**config.mk**
```make
export PLATFORM = sky130hd
export DESIGN_NAME = srpf_shader
export DESIGN_NICKNAME = d
export VERILOG_FILES = /design/src/sprite_row_pixel_fetch_unit_macros.svh /design/src/srpf_pkg.sv /design/src/srpf_shader.sv
export SDC_FILE = /design/constraint.sdc
export NUM_CORES = 1
export LEC_CHECK = 0
export BUFFER_PORTS_ARGS = -buffer_cell sky130_fd_sc_hd__buf_2
export CAP_MARGIN = 20
export CELL_PAD_IN_SITES_DETAIL_PLACEMENT = 2
export CELL_PAD_IN_SITES_GLOBAL_PLACEMENT = 2
export CORE_MARGIN = 2
export CORE_UTILIZATION = 27
export DETAILED_ROUTE_END_ITERATION = 8
export PLACE_DENSITY = 0.87
export SYNTH_ARGS = -nofsm -noshare
export SYNTH_HDL_FRONTEND = slang
export SYNTH_SLANG_ARGS = --single-unit
```
**constraint.sdc**
```tcl
create_clock -name vclk -period 1.65
set_input_delay 0.2475 -clock vclk [all_inputs]
set_output_delay 0.2475 -clock vclk [all_outputs]
set_load 0.01 [all_outputs]
```
**src/sprite_row_pixel_fetch_unit_macros.svh**
```systemverilog
// assertion macros for the sprite row pixel fetch unit
// expects clk and rst in the scope where a macro is used
`ifndef SPRITE_ROW_PIXEL_FETCH_UNIT_MACROS_SVH
`define SPRITE_ROW_PIXEL_FETCH_UNIT_MACROS_SVH

// same-cycle implication
`define SRPF_ASSERT_NOW(label, ante, cons) \
  label: assert property (@(posedge clk) disable iff (rst) (ante) |-> (cons)) \
    else $error("sprite row fetch check failed");

// next-cycle implication
`define SRPF_ASSERT_NEXT(label, ante, cons) \
  label: assert property (@(posedge clk) disable iff (rst) (ante) |=> (cons)) \
    else $error("sprite row fetch check failed");

`endif

```
**src/srpf_pkg.sv**
```systemverilog
// shared types and constants for the sprite row pixel fetch unit
// no dependencies
`default_nettype none

package srpf_pkg;

  localparam int SCREEN_WIDTH    = 160;
  localparam int SCREEN_HEIGHT   = 144;
  localparam int PIXELS_PER_ROW  = 8;
  localparam int SPRITE_Y_OFFSET = 16;
  localparam int SPRITE_X_OFFSET = 8;

  localparam int TILE_MEM_DEPTH  = 4096;
  localparam int BANK_DEPTH      = TILE_MEM_DEPTH / 2;
  localparam int BANK_AW         = $clog2(BANK_DEPTH);

  localparam logic [8:0] Y_LIMIT = 9'(SCREEN_HEIGHT + SPRITE_Y_OFFSET);
  localparam logic [8:0] X_LIMIT = 9'(SCREEN_WIDTH + SPRITE_X_OFFSET);

  localparam logic [1:0] REG_TALL_SPRITES    = 2'd0;
  localparam logic [1:0] REG_SPRITES_ENABLED = 2'd1;
  localparam logic [1:0] REG_PALETTE_ZERO    = 2'd2;
  localparam logic [1:0] REG_PALETTE_ONE     = 2'd3;

  localparam logic MODE_WRITE  = 1'b0;
  localparam logic MODE_RENDER = 1'b1;

  localparam int FLAG_BEHIND  = 7;
  localparam int FLAG_Y_FLIP  = 6;
  localparam int FLAG_X_FLIP  = 5;
  localparam int FLAG_PALETTE = 4;

  typedef struct packed {
    logic        mode;
    logic [11:0] tile_address;
    logic [7:0]  tile_data;
    logic [7:0]  sprite_y;
    logic [7:0]  sprite_x;
    logic [7:0]  tile_number;
    logic [7:0]  sprite_flags;
    logic [7:0]  current_line;
  } srpf_req_t;

  typedef struct packed {
    logic        covers_line;
    logic [15:0] pixel_shades;
    logic [7:0]  opaque_mask;
    logic        behind_background;
  } srpf_res_t;

  typedef struct packed {
    logic       hit;
    logic       x_flip;
    logic       behind;
    logic [7:0] palette;
  } srpf_ctrl_t;

endpackage

`default_nettype wire

```
**src/srpf_shader.sv**
```systemverilog
// maps one fetched tile row (two bit planes) to eight palette shades
// depends on srpf_pkg
`default_nettype none

module srpf_shader (
  input  var logic [7:0]          plane_lo,
  input  var logic [7:0]          plane_hi,
  input  var srpf_pkg::srpf_ctrl_t ctrl,
  output srpf_pkg::srpf_res_t     res
);
  import srpf_pkg::*;

  always_comb begin
    logic [1:0] colour;
    logic [2:0] sel;
    res = '0;
    for (int i = 0; i < PIXELS_PER_ROW; i++) begin
      sel    = ctrl.x_flip ? 3'(i) : 3'(PIXELS_PER_ROW - 1 - i);
      colour = {plane_hi[sel], plane_lo[sel]};
      if (ctrl.hit && colour != 2'd0) begin
        res.pixel_shades[2*i +: 2] = ctrl.palette[2*colour +: 2];
        res.opaque_mask[i]         = 1'b1;
      end
    end
    res.covers_line       = ctrl.hit;
    res.behind_background = ctrl.hit & ctrl.behind;
  end

endmodule

`default_nettype wire
```
* After elaboration in Yosys (flattened, before gate mapping)
Index checks and enable logic that the tools add are counted.
W data, S select, Z words.
** Storage, ports and cells
- Register bits :: 0
- Word-level logic and storage cells :: 89
** Cells by class
- Order comparisons :: 8
- Shift-type cells :: 8
- Mux-type cells :: 56
- Bitwise operators :: 1
- Reductions and logical operators :: 16
** Operators by type and width (count)
- $shiftx A8 B4 Y2 :: 8
- $bmux W1 S3 :: 16
- $lt A3 B4 Y1 const B :: 8
- $mux W1 :: 24
- $mux W3 :: 8
- $mux W2 :: 8
- $reduce_bool A2 Y1 :: 8
- $logic_and A1 B1 Y1 :: 8
- $and A1 B1 Y1 :: 1

* Longest topological paths before layout
- Depth after elaboration :: 6
- Depth in mapped cells :: 7
- Mapped depth without buffers :: 4

* Worst setup path after synthesis
OpenSTA, ideal clock, no wires.
- Kind :: in2out
- Start point :: input port ctrl[9] in the netlist's numbering
- End point :: output port res[10] in the netlist's numbering
- Arrival time :: 1.285 ns
- Setup slack :: 0.117 ns
- Stages on the path :: 6
- Path buffers :: 3
- Cell sequence :: buf_6 > buf_6 > buf_6 > a211oi_2 > o31ai_1 > a31oi_1
** RTL lines
- start, declared :: RTL line srpf_shader.sv:8 : input var srpf_pkg::srpf_ctrl_t ctrl,
- end, declared :: RTL line srpf_shader.sv:9 : output srpf_pkg::srpf_res_t res

==> out/metrics.csv <==
stage,metric,value,unit
outcome,status,"complete, but fails checks",
outcome,failing checks,setup timing,
logic_synthesis,Synth cell types,41,
placement,setup slack at placement,-0.129,ns
timing,Final Max Slew Viols,0,
layout,fillers,608,
timing,RSZ-0062 raised after global routing,true,
critical_path,Worst EP required,1.40,ns
logic_synthesis,adder-cell share of the synthesized area,0,%
timing,fin crit share,108,%
timing,worst rel slew slack,73.1,%
timing,Max Freq,559,MHz
global_route,total gr overflow,0,
pwr,maximum VDD drop,101,µV
logic_synthesis,post-synthesis cell count,222,
logic_synthesis,sequential area share after synthesis,0,%
drt,DRC,0,
worst_hold_path,hold path start,ctrl[10],
logic_synthesis,synthesized area per cell,6.41,µm²
die,DIE WIDTH,76.6,µm
layout,Final #Nets,308,
layout,post-route cell area,2160,µm²
logic_synthesis,syn nets,249,
critical_path,WP data arrival,1.54,ns
logic_synthesis,"area leader, netlist",o21ai_0,
layout,sequential cell count,0,
logic_synthesis,largest family of logic cells by synthesized area,compound AO/OA/AOI/OAI gates,
worst_hold_path,WHS Endpoint,res[25],
die,Row Count,26,
die,Die Y,76.6,µm
layout,area occupied by multi-input gates,1440,µm²
timing,Final Hold Fails,0,
logic_synthesis,Simple-Gate Fraction of Synth Area,33.2,%
drt,number of DRC markers in iteration 0,117,
timing,worst-margin pin slew,0.399,ns
drt,DR vias,2099,
timing,setup violators final,11,
drt,"antenna viol nets, final",0,
layout,layout cells sized above 1,46.2,%
placement,GPL Wtd Cong,0.838,
timing,minimum clock period,1.79,ns
worst_hold_path,hold crit path type,input port to output pin,
logic_synthesis,Post-synth top cells,"33 x nor2_1, 27 x o21ai_0, 17 x nand2b_1",
critical_path,kind of critical path,input port to output pin,
layout,Layout area overhead,51.5,%
timing,setup TNS,-0.407,ns
global_route,largest net degree at the start of global routing,19,
critical_path,nature of the critical path endpoint,output pin,
layout,# clk buffers,0,
drt,Initial DRT Pass Iterations,4,
die,die area,5870,µm²
critical_path,CP max FO,9,
logic_synthesis,XOR/XNOR Fraction of Synth Area,0,%
drt,post-DR vias/cell,6.01,
die,Initial Util,27.9,%
layout,n_diodes,0,
global_route,first-pass GRT wire length,11900,µm
logic_synthesis,Synth Warn #,0,
logic_synthesis,most numerous cell in the Yosys netlist,nor2_1,
die,num ports,53,
layout,storage element area,0,µm²
global_route,initial antenna violation count,0,
timing,PnR worst setup slack,-0.140,ns
global_route,vias in the first global route,2226,
worst_hold_path,WHS Path Cells,2,
placement,Port-buffer cells,53,
critical_path,startpoint types,input port,
logic_synthesis,Synth top area share,9.50,%
logic_synthesis,synthesized area,1420,µm²
placement,Placed Area,1820,µm²
logic_synthesis,Synth Area in Compound Gates,43.4,%
drt,final WL,9010,µm
pwr,Leakage,0.000933,µW
drt,drt wl/cell,25.8,µm
logic_synthesis,mux contribution to synthesized area,10.0,%
logic_synthesis,Synth area leaders,"o21ai_0 9.5%, nor2_1 8.7%, nand2b_1 7.5%, o221ai_1 4.9%, nor2b_1 4.8%",
pwr,Power per Cell Area,334,nW/µm²
placement,DP HPWL,4880,µm
global_route,total track usage,24.3,%
die,Core ar.,5110,µm²
run,total of max-cap violations,0,
-- worst max-delay path, stage by stage --
cell	delay [ns]
buf_12	0.13
buf_16	0.14
buf_4	0.15
a32oi_2	0.27
o221ai_1	0.23
and3_4	0.23
buf_2	0.13
-- kinds of logic (layout without fill, tap and decap cells) --
family	after synthesis	in the layout
compound gates	83	83
simple gates	93	93
mux	13	13
buf+inv	33	90
-- worst max-delay path by stage --
| stage | start | endpoint | slack [ns] | cells after the start |
|---|---|---|---|---|
| finish | ctrl[9] | res[16] | -0.14 | 7 |
| global route | ctrl[9] | res[16] | -0.16 | 7 |
| CTS | ctrl[9] | res[15] | -0.01 | 7 |
| detailed placement | ctrl[9] | res[15] | -0.13 | 7 |
| global placement | ctrl[9] | res[15] | -0.06 | 7 |
| floorplan | ctrl[9] | res[10] | 0.12 | 6 |
-- power breakdown --
part / switching (µW) / internal, µW
clock: 0 / 0
combinational: 414 / 305
sequential: 0 / 0
total: 414 / 305
-- per-stage QoR --
step | total power (µW) | cells | utilization [%] | hold WS, ns
finish | 720 | 349 | 42.2 | 0.724
global route | 759 | 349 | 42.2 | 0.739
CTS | 595 | 347 | 38.2 | 0.765
detailed placement | 549 | 345 | 35.6 | 0.768
global placement | 526 | 345 | 35.6 | 0.764
floorplan | 338 | 222 | - | 0.587
-- final cells by class --
class | instances | share of cell area, %
multi-input combinational | 189 | 66.7
timing repair buffer | 79 | 27.2
inverter | 11 | 2.09
tap | 70 | 4.06
-- per-layer routing --
metal	vias up	share of wire (%)	GRT usage, %	routed length (µm)
met2	73	51	43.6	4560
met3	18	4.4	1.90	398
li1	932	-	-	-
met1	1076	43	32.0	3850
met4	0	2.2	4.36	199
met5	-	0	0	0
-- layout by cell type (no fill, tap or decap), types with 2 or more instances in the layout --
cell type,n
buf_2,49
nor2_1,23
o21ai_0,21
buf_4,18
nand2b_1,16
inv_1,10
nand2_1,9
nor2_2,7
nor2b_1,7
mux2_4,7
o211ai_1,7
and3_1,7
o21ai_1,7
a21oi_1,7
a22oi_2,6
o221ai_1,6
a211oi_2,4
mux2i_1,4
nor3_1,4
nand3b_1,4
buf_6,4
nand3_1,3
nor2_4,3
buf_12,3
nor3_2,2
o21a_1,2
a311oi_2,2
nor2b_4,2
o32ai_2,2
o221ai_2,2
nor2b_2,2
o31ai_1,2
a31oi_1,2
clkbuf_4,2
-- repair_timing --
action | in CTS | in global routing
hold buffers | 0 | 0
pin swaps | 4 | 16
resized for setup | 21 | 45
endpoints found under the setup margin | 16 | 16
cloned | 2 | 1
buffers inserted | 0 | 1
Note: power is estimated with default switching activity, not from simulation.
